$ cat config.mk
export PLATFORM = sky130hd
export DESIGN_NAME = gps_degrees_to_dms_rational_top
export DESIGN_NICKNAME = d
export VERILOG_FILES = /design/src/rtl/gdms_pkg.sv /design/src/rtl/gps_degrees_to_dms_rational_top.sv /design/src/rtl/gdms_div.sv
export SDC_FILE = /design/constraint.sdc
export NUM_CORES = 2
export LEC_CHECK = 0
export ABC_AREA = 1
export BUFFER_PORTS_ARGS = -buffer_cell sky130_fd_sc_hd__clkbuf_2
export CAP_MARGIN = 20
export CORE_ASPECT_RATIO = 1.2
export CORE_UTILIZATION = 55
export DETAILED_ROUTE_END_ITERATION = 10
export GPL_TIMING_DRIVEN = 0
export PLACE_DENSITY = 0.71
export SYNTH_ARGS = -nofsm -noshare
export SYNTH_HDL_FRONTEND = slang
export SYNTH_HIERARCHICAL = 1
export SYNTH_SLANG_ARGS = --single-unit
$ cat constraint.sdc
create_clock -name clk -period 14.4 [get_ports clk]
set_clock_uncertainty 0.1 [all_clocks]
set_input_delay 1.44 -clock clk [delete_from_list [all_inputs] [get_ports clk]]
set_output_delay 1.44 -clock clk [all_outputs]
set_load 0.05 [all_outputs]
$ cat src/rtl/gdms_pkg.sv
// package for the gps degrees to dms rational converter
// types, constants and helper functions shared by gdms_div and the top level
// no dependencies
`default_nettype none

package gdms_pkg;

  localparam int VALUE_W = 39;
  localparam int REF_W   = 8;
  localparam int DEG_W   = 9;
  localparam int MIN_W   = 6;
  localparam int NUM_W   = 32;
  localparam int DEN_W   = 20;
  localparam int DIV_W   = 40;
  localparam int QUO_W   = 32;
  localparam int REM_W   = 30;
  localparam int PROD_W  = 64;
  localparam int SEC_W   = 26;
  localparam int EXP_W   = 3;
  localparam int IN_W    = 48;
  localparam int OUT_W   = 80;

  // constant divisors of the shared unit
  localparam logic [DIV_W-1:0] DSOR_NANO  = 40'd1000000000;
  localparam logic [DIV_W-1:0] DSOR_MILLI = 40'd1000;
  localparam logic [DIV_W-1:0] DSOR_HUND  = 40'd100;

  // truncated reciprocals: floor(2^52 / 1e9), floor(2^40 / 1000), floor(2^38 / 100)
  localparam logic [QUO_W-1:0] RECIP_NANO  = 32'd4503599;
  localparam logic [QUO_W-1:0] RECIP_MILLI = 32'd1099511627;
  localparam logic [QUO_W-1:0] RECIP_HUND  = 32'd2748779069;

  // dividend shift before the reciprocal multiply
  localparam int SH_NANO  = 20;
  localparam int SH_MILLI = 8;
  localparam int SH_HUND  = 7;

  localparam logic [VALUE_W-1:0] NANO      = 39'd1000000000;
  localparam logic [DIV_W-1:0]   ALT_ROUND = 40'd50;
  localparam logic [DIV_W-1:0]   SEC_ROUND = 40'd500;
  localparam logic [SEC_W-1:0]   SEC_WRAP  = 26'd60000000;
  localparam logic [MIN_W-1:0]   MIN_WRAP  = 6'd60;

  localparam logic [EXP_W-1:0] EXP_MICRO = 3'd6;
  localparam logic [EXP_W-1:0] EXP_ALT   = 3'd4;

  // exact division by five through the inverse mod 2^32
  localparam logic [NUM_W-1:0] INV5     = 32'hCCCCCCCD;
  localparam logic [NUM_W-1:0] DIV5_MAX = 32'h33333333;

  localparam logic [REF_W-1:0] CH_N    = 8'h4E;
  localparam logic [REF_W-1:0] CH_S    = 8'h53;
  localparam logic [REF_W-1:0] CH_E    = 8'h45;
  localparam logic [REF_W-1:0] CH_W    = 8'h57;
  localparam logic [REF_W-1:0] CH_ZERO = 8'h30;
  localparam logic [REF_W-1:0] REF_NONE  = 8'h00;
  localparam logic [REF_W-1:0] ALT_ABOVE = 8'h00;
  localparam logic [REF_W-1:0] ALT_BELOW = 8'h01;

  localparam int MODE_ALT_BIT = 1;
  localparam int MODE_LON_BIT = 0;

  typedef enum logic [2:0] {
    ST_IDLE,
    ST_DEG,
    ST_MIN,
    ST_SEC,
    ST_ALT,
    ST_RED2,
    ST_RED5,
    ST_OUT
  } state_t;

  typedef enum logic [1:0] {
    DV_IDLE,
    DV_EST,
    DV_BACK,
    DV_FIX
  } div_phase_t;

  typedef enum logic [1:0] {
    DK_NANO,
    DK_MILLI,
    DK_HUNDRED
  } div_kind_t;

  typedef struct packed {
    logic             start;
    div_kind_t        kind;
    logic [DIV_W-1:0] dividend;
  } div_req_t;

  typedef struct packed {
    logic busy;
    logic fin;
  } div_sts_t;

  function automatic logic [DIV_W-1:0] times60(input logic [REM_W-1:0] r);
    logic [DIV_W-1:0] w;
    w = {{(DIV_W-REM_W){1'b0}}, r};
    return (w << 6) - (w << 2);
  endfunction

  function automatic logic [DEN_W-1:0] pow5(input logic [EXP_W-1:0] e);
    logic [DEN_W-1:0] p;
    unique case (e)
      3'd0: p = 20'd1;
      3'd1: p = 20'd5;
      3'd2: p = 20'd25;
      3'd3: p = 20'd125;
      3'd4: p = 20'd625;
      3'd5: p = 20'd3125;
      3'd6: p = 20'd15625;
      default: p = 20'd1;
    endcase
    return p;
  endfunction

  function automatic logic [DEN_W-1:0] den_of(input logic [EXP_W-1:0] c2,
                                               input logic [EXP_W-1:0] c5);
    return pow5(c5) << c2;
  endfunction

endpackage

`default_nettype wire

$ cat src/rtl/gps_degrees_to_dms_rational_top.sv
// top level of the gps degrees to dms rational converter
// sequencer around the shared divider gdms_div; uses gdms_pkg
`default_nettype none

// Converts one latitude or longitude (signed nanodegrees) or altitude (signed
// micrometres) per transfer into a reference byte, whole degrees, minutes and
// a reduced seconds or metres fraction whose denominator divides one million.
// One item holds the input from its transfer to the next point where s_tready
// is high: an angle runs three divisions by a constant on the shared unit
// (each a reciprocal estimate, a back-multiply and compare-and-subtract
// checks until the remainder is below the divisor), an altitude of 1000 m or
// more one division by 100; then the fraction is halved and divided by five
// as far as the exponents allow and the result stays exact, and the output
// register is loaded. s_tready is high only between items; a finished result
// sits in the output register until it is taken and the next item waits
// behind it.

module gps_degrees_to_dms_rational_top
  import gdms_pkg::*;
(
  input  wire logic             clk,
  input  wire logic             rst,
  input  wire logic             s_tvalid,
  output logic                  s_tready,
  input  wire logic [IN_W-1:0]  s_tdata,   // value[38:0], ref_char[46:39], zero pad
  input  wire logic [1:0]       s_tuser,   // mode[1:0]
  output logic                  m_tvalid,
  input  wire logic             m_tready,
  output logic [OUT_W-1:0]      m_tdata    // ref_out, whole_degrees, minutes,
                                           // fraction_num, fraction_den, zero pad
);

  state_t             state, state_next;
  logic               m_tvalid_next;
  logic [REF_W-1:0]   ref_r, ref_next;
  logic [DEG_W-1:0]   deg, deg_next;
  logic [MIN_W-1:0]   mins, mins_next;
  logic [NUM_W-1:0]   x, x_next;
  logic [EXP_W-1:0]   c2, c2_next;
  logic [EXP_W-1:0]   c5, c5_next;
  logic [OUT_W-1:0]   out_data, out_data_next;

  div_req_t           req;
  div_sts_t           sts;
  logic [QUO_W-1:0]   quo;
  logic [REM_W-1:0]   rem;

  logic [VALUE_W-1:0] in_value;
  logic [REF_W-1:0]   in_ref;
  logic               in_neg;
  logic [VALUE_W-1:0] in_mag;
  logic [REF_W-1:0]   sign_ref;

  logic [SEC_W-1:0]   sec;
  logic               sec_carry;
  logic [MIN_W-1:0]   mins_c;
  logic [NUM_W-1:0]   prod5;
  logic               div5_ok;

  gdms_div u_div (
    .clk     (clk),
    .rst     (rst),
    .req     (req),
    .sts     (sts),
    .quo     (quo),
    .rem_out (rem)
  );

  assign in_value = s_tdata[VALUE_W-1:0];
  assign in_ref   = s_tdata[VALUE_W +: REF_W];
  assign in_neg   = in_value[VALUE_W-1];
  assign in_mag   = in_neg ? (~in_value + 1'b1) : in_value;

  always_comb begin
    if (s_tuser[MODE_LON_BIT]) begin
      sign_ref = in_neg ? CH_W : CH_E;
    end else begin
      sign_ref = in_neg ? CH_S : CH_N;
    end
  end

  assign sec       = quo[SEC_W-1:0];
  assign sec_carry = (sec >= SEC_WRAP);
  assign mins_c    = mins + {{(MIN_W-1){1'b0}}, sec_carry};

  assign prod5   = x * INV5;
  assign div5_ok = (prod5 <= DIV5_MAX);

  assign s_tready = (state == ST_IDLE);
  assign m_tdata  = out_data;

  always_ff @(posedge clk) begin
    if (rst) begin
      state    <= ST_IDLE;
      m_tvalid <= 1'b0;
    end else begin
      state    <= state_next;
      m_tvalid <= m_tvalid_next;
    end
  end

  always_ff @(posedge clk) begin
    ref_r    <= ref_next;
    deg      <= deg_next;
    mins     <= mins_next;
    x        <= x_next;
    c2       <= c2_next;
    c5       <= c5_next;
    out_data <= out_data_next;
  end

  always_comb begin
    state_next    = state;
    m_tvalid_next = m_tvalid && !m_tready;
    ref_next      = ref_r;
    deg_next      = deg;
    mins_next     = mins;
    x_next        = x;
    c2_next       = c2;
    c5_next       = c5;
    out_data_next = out_data;
    req           = '0;

    unique case (state)
      ST_IDLE: begin
        if (s_tvalid) begin
          deg_next  = '0;
          mins_next = '0;
          if (s_tuser[MODE_ALT_BIT]) begin
            ref_next = (in_ref == CH_ZERO) ? ALT_ABOVE : ALT_BELOW;
            if (in_mag < NANO) begin
              x_next     = in_mag[NUM_W-1:0];
              c2_next    = EXP_MICRO;
              c5_next    = EXP_MICRO;
              state_next = ST_RED2;
            end else begin
              req.start    = 1'b1;
              req.kind     = DK_HUNDRED;
              req.dividend = {1'b0, in_mag} + ALT_ROUND;
              state_next   = ST_ALT;
            end
          end else begin
            ref_next     = (in_ref != REF_NONE) ? in_ref : sign_ref;
            req.start    = 1'b1;
            req.kind     = DK_NANO;
            req.dividend = {1'b0, in_mag};
            state_next   = ST_DEG;
          end
        end
      end
      ST_DEG: begin
        if (sts.fin) begin
          deg_next     = quo[DEG_W-1:0];
          req.start    = 1'b1;
          req.kind     = DK_NANO;
          req.dividend = times60(rem);
          state_next   = ST_MIN;
        end
      end
      ST_MIN: begin
        if (sts.fin) begin
          mins_next    = quo[MIN_W-1:0];
          req.start    = 1'b1;
          req.kind     = DK_MILLI;
          req.dividend = times60(rem) + SEC_ROUND;
          state_next   = ST_SEC;
        end
      end
      ST_SEC: begin
        if (sts.fin) begin
          x_next = {{(NUM_W-SEC_W){1'b0}}, sec_carry ? (sec - SEC_WRAP) : sec};
          if (mins_c == MIN_WRAP) begin
            mins_next = '0;
            deg_next  = deg + 1'b1;
          end else begin
            mins_next = mins_c;
          end
          c2_next    = EXP_MICRO;
          c5_next    = EXP_MICRO;
          state_next = ST_RED2;
        end
      end
      ST_ALT: begin
        if (sts.fin) begin
          x_next     = quo;
          c2_next    = EXP_ALT;
          c5_next    = EXP_ALT;
          state_next = ST_RED2;
        end
      end
      ST_RED2: begin
        if (c2 != '0 && !x[0]) begin
          x_next  = x >> 1;
          c2_next = c2 - 1'b1;
        end else begin
          state_next = ST_RED5;
        end
      end
      ST_RED5: begin
        if (c5 != '0 && div5_ok) begin
          x_next  = prod5;
          c5_next = c5 - 1'b1;
        end else begin
          state_next = ST_OUT;
        end
      end
      ST_OUT: begin
        if (!m_tvalid || m_tready) begin
          out_data_next = {{(OUT_W-REF_W-DEG_W-MIN_W-NUM_W-DEN_W){1'b0}},
                           den_of(c2, c5), x, mins, deg, ref_r};
          m_tvalid_next = 1'b1;
          state_next    = ST_IDLE;
        end
      end
      default: begin
        state_next = ST_IDLE;
      end
    endcase
  end

  a_den_nonzero: assert property (@(posedge clk) disable iff (rst)
    m_tvalid |-> (m_tdata[74:55] != '0))
    else $error("zero denominator on output");

  a_min_range: assert property (@(posedge clk) disable iff (rst)
    m_tvalid |-> (m_tdata[22:17] < MIN_WRAP))
    else $error("minutes out of range on output");

  a_start_free: assert property (@(posedge clk) disable iff (rst)
    req.start |-> !sts.busy)
    else $error("divider started while busy");

  a_fin_state: assert property (@(posedge clk) disable iff (rst)
    sts.fin |-> (state == ST_DEG || state == ST_MIN || state == ST_SEC ||
                 state == ST_ALT))
    else $error("divider finished outside a divide state");

endmodule

`default_nettype wire

$ cat src/rtl/gdms_div.sv
// division by a constant on one shared 32x32 multiplier: reciprocal estimate,
// back-multiply, then compare-and-subtract correction; uses gdms_pkg
`default_nettype none

module gdms_div
  import gdms_pkg::*;
(
  input  wire logic             clk,
  input  wire logic             rst,
  input  wire div_req_t         req,
  output div_sts_t              sts,
  output logic [QUO_W-1:0]      quo,
  output logic [REM_W-1:0]      rem_out
);

  div_phase_t        phase, phase_next;
  div_kind_t         kind, kind_next;
  logic [DIV_W-1:0]  dvd, dvd_next;
  logic [DIV_W-1:0]  rem, rem_next;
  logic [QUO_W-1:0]  quo_next;
  logic              fin, fin_next;

  logic [DIV_W-1:0]  dsor;
  logic [QUO_W-1:0]  recip;
  logic [QUO_W-1:0]  dvd_hi;
  logic [QUO_W-1:0]  mul_a;
  logic [QUO_W-1:0]  mul_b;
  logic [PROD_W-1:0] prod;
  logic [QUO_W-1:0]  q_est;

  always_comb begin
    unique case (kind)
      DK_MILLI: begin
        dsor   = DSOR_MILLI;
        recip  = RECIP_MILLI;
        dvd_hi = QUO_W'(dvd >> SH_MILLI);
      end
      DK_HUNDRED: begin
        dsor   = DSOR_HUND;
        recip  = RECIP_HUND;
        dvd_hi = QUO_W'(dvd >> SH_HUND);
      end
      default: begin
        dsor   = DSOR_NANO;
        recip  = RECIP_NANO;
        dvd_hi = QUO_W'(dvd >> SH_NANO);
      end
    endcase
  end

  // shared multiplier
  assign prod  = {{(PROD_W-QUO_W){1'b0}}, mul_a} * {{(PROD_W-QUO_W){1'b0}}, mul_b};
  // estimate is low by at most two
  assign q_est = (kind == DK_HUNDRED) ? prod[PROD_W-2 -: QUO_W] : prod[PROD_W-1 -: QUO_W];

  always_ff @(posedge clk) begin
    if (rst) begin
      phase <= DV_IDLE;
      fin   <= 1'b0;
      kind  <= DK_NANO;
    end else begin
      phase <= phase_next;
      fin   <= fin_next;
      kind  <= kind_next;
    end
  end

  always_ff @(posedge clk) begin
    dvd <= dvd_next;
    rem <= rem_next;
    quo <= quo_next;
  end

  always_comb begin
    phase_next = phase;
    kind_next  = kind;
    dvd_next   = dvd;
    rem_next   = rem;
    quo_next   = quo;
    fin_next   = 1'b0;
    mul_a      = dvd_hi;
    mul_b      = recip;

    unique case (phase)
      DV_IDLE: begin
        if (req.start) begin
          kind_next  = req.kind;
          dvd_next   = req.dividend;
          phase_next = DV_EST;
        end
      end
      DV_EST: begin
        quo_next   = q_est;
        phase_next = DV_BACK;
      end
      DV_BACK: begin
        mul_a      = quo;
        mul_b      = dsor[QUO_W-1:0];
        rem_next   = dvd - prod[DIV_W-1:0];
        phase_next = DV_FIX;
      end
      DV_FIX: begin
        if (rem >= dsor) begin
          rem_next = rem - dsor;
          quo_next = quo + 1'b1;
        end else begin
          fin_next   = 1'b1;
          phase_next = DV_IDLE;
        end
      end
    endcase
  end

  assign rem_out  = rem[REM_W-1:0];
  assign sts.busy = (phase != DV_IDLE);
  assign sts.fin  = fin;

endmodule

`default_nettype wire
### Word-level counts from Yosys, hierarchy flattened

Cells that the tools add are included.

* $add $sub $neg: 12
* $mul: 2
* div/mod/pow operators: 0
* $lt $le $gt $ge: 4
* equal/unequal tests: 37
* shift-type cells: 1
* mux-type cells: 70
* bitwise logic cells: 2
* reduce and logical (&&, ||, !) cells: 33

Operators with widths (number)
* $mux 32: 11
* $mux 43: 5
* $pmux 32 s2: 3
* $pmux 32 s5: 1
* $pmux 43 s3: 1
* $pmux 14 s6: 1
* $pmux 40 s2: 1
* $sub 40x40->40: 2
* $mul 32x32->64: 1
* $pmux 30 s2: 1
* $mux 3: 15
* $add 39x6->40 const B: 1
* $ge 40x40->1: 1
* $mux 20: 2
* $mux 40: 1
* $add 39x1->39 const B: 1
* $lt 39x30->1 const B: 1
* $mux 39: 1
* $not 39->39: 1
* $add 37x10->38 const B: 1
* $sub 36x32->37: 1
* $mux 9: 4
* $add 32x1->32 const B: 1
* $le 32x30->1 const B: 1
* 44 further kinds: 102

* flip-flop bits (word level): 257
* latch bits: 0
* bits in writable memories: 0
* bits in read-only memories: 0
* input port bits: 54
* output and inout bits: 82
* logic and storage cells: 176
* memories kept: 0

### Logic depth before layout (Yosys ltp)

* depth in word-level cells: 10
* depth in mapped cells: 53
* depth with buffers taken out: 51

### Hierarchy

Netlist, hierarchy kept.

Modules (own cells, without submodules)
* gdms_div: times used 1, cells an instance 5479, area each 42738.5 µm², sequential area each 3463.3 µm²
* gps_degrees_to_dms_rational_top: times used 1, cells an instance 3192, area each 22735.6 µm², sequential area each 4164.0 µm²

### Least setup slack after synthesis

Ideal clock, no wire load.

* path kind: register -> register
* start: reg u_div.kind[0]
* end: reg u_div.rem[34], data pin
* library setup time: 253 ps
* arrival: 9067 ps
* required time: 14047 ps
* slack: 4980 ps
* cell stages (with the launch flop): 45
* buffers on the path: 3
* clock period less this slack: 9420 ps
* path through: dfxtp_1 inv_1 ha_1 inv_2 buf_2 clkbuf_1 ha_1 inv_1 clkbuf_1 nor2_1 fa_1 fa_1 inv_1 fa_1 inv_1 fa_1 inv_1 fa_1 (+9 left out) o21bai_1 a21oi_1 nand3_2 nand2_1 nand3_1 and2_1 ha_1 nand2_1 inv_1 nand2_1 nand2_1 inv_1 o21ai_0 a21oi_1 nand3_1 or2_2 nand3_1 nand2_1

* word-level cells in the longest chain between the ends: 6
* elaborated cells on any way between the ends: 12
* those cells by class: add/sub: 2; mul: 1; eq/ne: 2; mux: 7

RTL lines
* start: declaration: RTL line gdms_div.sv:17 `div_kind_t kind, kind_next;`
* start signal: assignment: RTL line gdms_div.sv:64 `kind <= kind_next;`
* $eq 2x2->1 or $eq 2x1->1 (tied branches): RTL line gdms_div.sv:32 `unique case (kind)`
* $pmux 32 s2 or $pmux 30 s2 (tied branches): RTL line gdms_div.sv:32
* $mux 32: RTL line gdms_div.sv:84 `unique case (phase)`
* $mul 32x32->64: RTL line gdms_div.sv:52 `assign prod = {{(PROD_W-QUO_W){1'b0}}, mul_a} * {{(PROD_W-QUO_W){1'b0}}, mul_b};`
* $sub 40x40->40: RTL line gdms_div.sv:99 `rem_next = dvd - prod[DIV_W-1:0];`
* $pmux 40 s2 (*): RTL line gdms_div.sv:84
* named net u_div.rem_next[34]: RTL line gdms_div.sv:19 `logic [DIV_W-1:0] rem, rem_next;`
* end signal: assignment: RTL line gdms_div.sv:70 `rem <= rem_next;`
* end: declaration: RTL line gdms_div.sv:19

Mark *: on every way through the listed nets, which the timed path passes. The rest lies on a longest branch. The select of a mux whose other input is x is not followed.
A chain may end at the register's enable or synchronous reset.

### Final worst setup path

* start: reg u_div.phase[0]
* end: reg u_div.rem[27], data pin

* word-level cells in the longest chain between the ends: 5
* elaborated cells on any way between the ends: 7
* those cells by class: add/sub: 1; mul: 1; eq/ne: 2; mux: 3

RTL lines
* start: declaration: RTL line gdms_div.sv:16 `div_phase_t phase, phase_next;`
* start signal: assignment: RTL line gdms_div.sv:62 `phase <= phase_next;`
* $eq 2x2->1: RTL line gdms_div.sv:84
* $mux 32: RTL line gdms_div.sv:84
* $mul 32x32->64: RTL line gdms_div.sv:52
* $sub 40x40->40: RTL line gdms_div.sv:99
* $pmux 40 s2 (*): RTL line gdms_div.sv:84
* named net u_div.rem_next[27]: RTL line gdms_div.sv:19

Mark *: on every way through the listed nets, which the timed path passes. The rest lies on a longest branch.

==> summary by stage <==
Outcome
The flow ran to the end, and the final reports show no timing, DRC or antenna violations.

Route
After detailed routing, the total wire length is roughly 270 mm. The mean number of vias per cell is 5.85. For this block, the via count after detailed routing is 60900. The wire length per cell is around 26 um. The number of DRC violations after detailed-routing iteration 0 is 7460. Before antenna repair, the detailed router went through 8 iterations.

The detailed-route DRC error count is 0. In this run the remaining antenna-violating nets after routing total 0.

Clock network
For the worst-skew pair, the clock arrives at the later sink with an insertion delay of between 0.6 and 0.7 ns. After clock tree synthesis, the clock-pin slew on the worst setup and hold paths is 0.07 ns. Counting along the longest clock path gives a buffer depth of 3. The cell at the root of the clock tree is clkbuf_16. The H-tree depth is 1.

The number of hold-repair buffers added at the cts stage is 0. TritonCTS built the clock tree. Post-CTS timing repair inserted 0 buffers for setup.

The number of buffers created by CTS is 31. The number of gates resized after CTS was 0. The sink count of the clock tree is 257.

Critical path
The worst register-to-register path has a setup slack of 1.18 ns. In this run the critical register-to-register path is launched from u_div/phase[0]. In this design, the stage delay of the slowest critical-path cell is 0.79 ns. The critical setup path kind is reg2reg. The endpoint of the worst register-to-register path is u_div/rem[27]. The kind of cell with the highest combined delay on the critical path is adder cells. STA classifies the critical path endpoint as a flop.

Counting buffers and inverters, the worst setup path is 36 cells deep. The number of cells on the worst reg-to-reg path is 36. The cell at the slowest stage of the critical path is fa_1. The worst setup path endpoint is u_div/rem[27]. Counting stages on the worst path, the most repeated cell is fa_1. The maximum fanout encountered on the critical timing path is 11. The critical path startpoint category is a flop. The required time of the critical path is 14.63 ns. The most critical setup path has its startpoint at u_div/phase[0]. Counting both buffers and inverters, the worst setup path holds a total of 11. Data on the critical path arrives at its endpoint at 13.45 ns.

Synth
The most frequent cell after synthesis is inv_1. Counting every instance in the synthesized netlist gives 8671. The share of synthesized area occupied by flip-flops and latches is 0.116. The most instantiated flip-flop cell in the synthesis netlist is edfxtp_1. In the synthesized netlist the async set-or-reset flop fraction comes to 0. The synthesized design contains between 200 and 250 enable-type register cells. The count of synthesis-stage warnings from yosys is 6. The number of unique standard cell types used by synthesis is 69. A synthesized cell averages 7.55 um2. The synthesized design contains 257 register bits. By count the netlist is led by 2141 x inv_1, 1686 x nand2_1, 999 x fa_1, 912 x nor2_1, 633 x ha_1. The largest area contributor in the netlist is fa_1. The area fraction of the dominant cell type after synthesis is 0.305. The synthesized area is 65500 um2. In the post-synthesis netlist, the biggest area contributors are fa_1 31%, inv_1 12%, ha_1 12%.

Final layout
The number of antenna diodes in the final layout is 0. The net count of the finished layout is about 11000. The final standard cell area without fillers is 69400 um2.

The fraction of final layout cells sized beyond drive strength 1 is 0.0574. The layout overhead on the synthesized area is 6.03%. After filler insertion, the fill cell instance count of the layout stands at 11200.

Worst hold path
The path class of the tightest hold or removal check is reg2reg.

STA
The worst path meets setup with 1.18 ns of slack. The final setup TNS is 0 ns. The number of endpoints with negative hold slack in the final report was 0.

Setup violations remaining at the end of the flow were counted as 0. The minimum clock period is 13.22 ns. The ratio of final minimum period to clock period is 0.918. The pin slew with the least headroom to its limit is roughly 1.2 ns. The top achievable clock speed is about 76 MHz. Headroom to the max-slew limit came out at 0.170. Setup repair after global routing left no endpoint under its margin. The smallest hold slack is about 0.32 ns. The number of pins with negative max-slew slack in the final report is 0.

Die
In this run the horizontal extent of the chip is 317 um. The region available for standard cell placement spans between 100000 and 150000 um2. The die outline area is approximately 120000 um2. The effective utilization at floorplan is 0.555.

For this design the top-level I/O count stands at 136. The floorplan step set the die height to 380 um. The site row count is 138.

Placed design
The number of I/O port buffers is 128. The final weighted congestion of routability-driven global placement is ~1.1. Prior to clock tree synthesis, the placed netlist has a worst setup slack of 1.70 ns.

The placement-stage cell area is 68400 um2. The detailed placement HPWL is 234 mm.

Global routing
The via count of the first global-routing pass is 60200. The wire length of the first global-routing pass is around 390 mm. The total track usage is 0.445. The number of antenna violations at the first check in global routing is 4. For this run the aggregate overflow at the end of global routing stands at 0. The pin count of the biggest net entering global routing is 30.

Job
Across the run, the number of max-cap violations was 0.
==> cell usage in the layout, fill, tap and decap left out, drive strengths merged, types with 10 or more instances in the layout <==
cell     netlist  routed
a21o          20      20
a21oi        333     333
a31oi         12      12
buf          110     129
clkbuf        70     235
clkinv        12      19
edfxtp       248     248
fa           999     999
ha           633     633
inv         2170    2176
nand2       1723    1723
nand3        458     458
nand3b        20      20
nand4         96      96
nor2         956     956
nor3          90      90
nor4          17      17
o2111ai       14      14
o211ai        24      24
o21a          10      10
o21ai        337     337
o21bai        25      25
o221ai        24      24
o22ai         28      28
or2           25      25
xnor2         59      59
xor2          93      93
==> kinds of logic after synthesis <==
family	after synthesis	share of synthesized area
multiplexers	3	0.000459
AND/OR/NAND/NOR	3402	0.220
AO/OA/AOI/OAI	862	0.0759
other	1	0.0000573
XOR/XNOR	152	0.0216
adder cells (fa/ha/maj)	1632	0.426
flip-flops	257	0.116
buffers and inverters	2362	0.140
==> per-stage QoR <==
stage,util,instances
2_1_floorplan,-,8675
3_3_place_gp,0.577,10300
3_5_place_dp,0.580,10400
4_1_cts,0.589,10400
5_1_grt,0.589,10400
6_report,0.589,10400
==> worst min path at each step <==
stage,from,end,depth (start not counted)
floorplan,ref_r[0],m_tdata[0],0
global placement,ref_r[4],m_tdata[4],0
detailed placement,ref_r[1],m_tdata[1],0
CTS,ref_r[3],m_tdata[3],0
global route,ref_r[1],m_tdata[1],0
finish,ref_r[3],m_tdata[3],0
==> layer usage <==
metal	global-route usage	share of wire	vias to the layer above
met4	0.209	0.061	8
met1	0.599	0.39	29300
met3	0.128	0.12	804
met2	0.657	0.42	3824
li1	-	-	26900
met5	0	0.00016	-
==> sequential cells by signal, summed over array words and instances (netlist names), 3 cells and up <==
register	cells
c2	3
c5	3
deg	9
m_tdata	75
mins	6
ref_r	8
state	3
u_div/dvd	40
u_div/quo	32
u_div/rem	40
x	32
==> layout make-up <==
class | count | area [um2] | area share
Buffer | 180 | 937 | 0.0135
Tap cell | 1540 | 1930 | 0.0278
Inverter | 2182 | 8200 | 0.118
Clock inverter | 22 | 253 | 0.00364
Sequential cell | 257 | 7630 | 0.110
Clock buffer | 36 | 795 | 0.0114
Timing Repair Buffer | 148 | 930 | 0.0134
Multi-Input combinational cell | 6056 | 48800 | 0.702
Power is not shown: default switching activity piles up to over one toggle a cycle in this logic, so the estimate is an artifact.
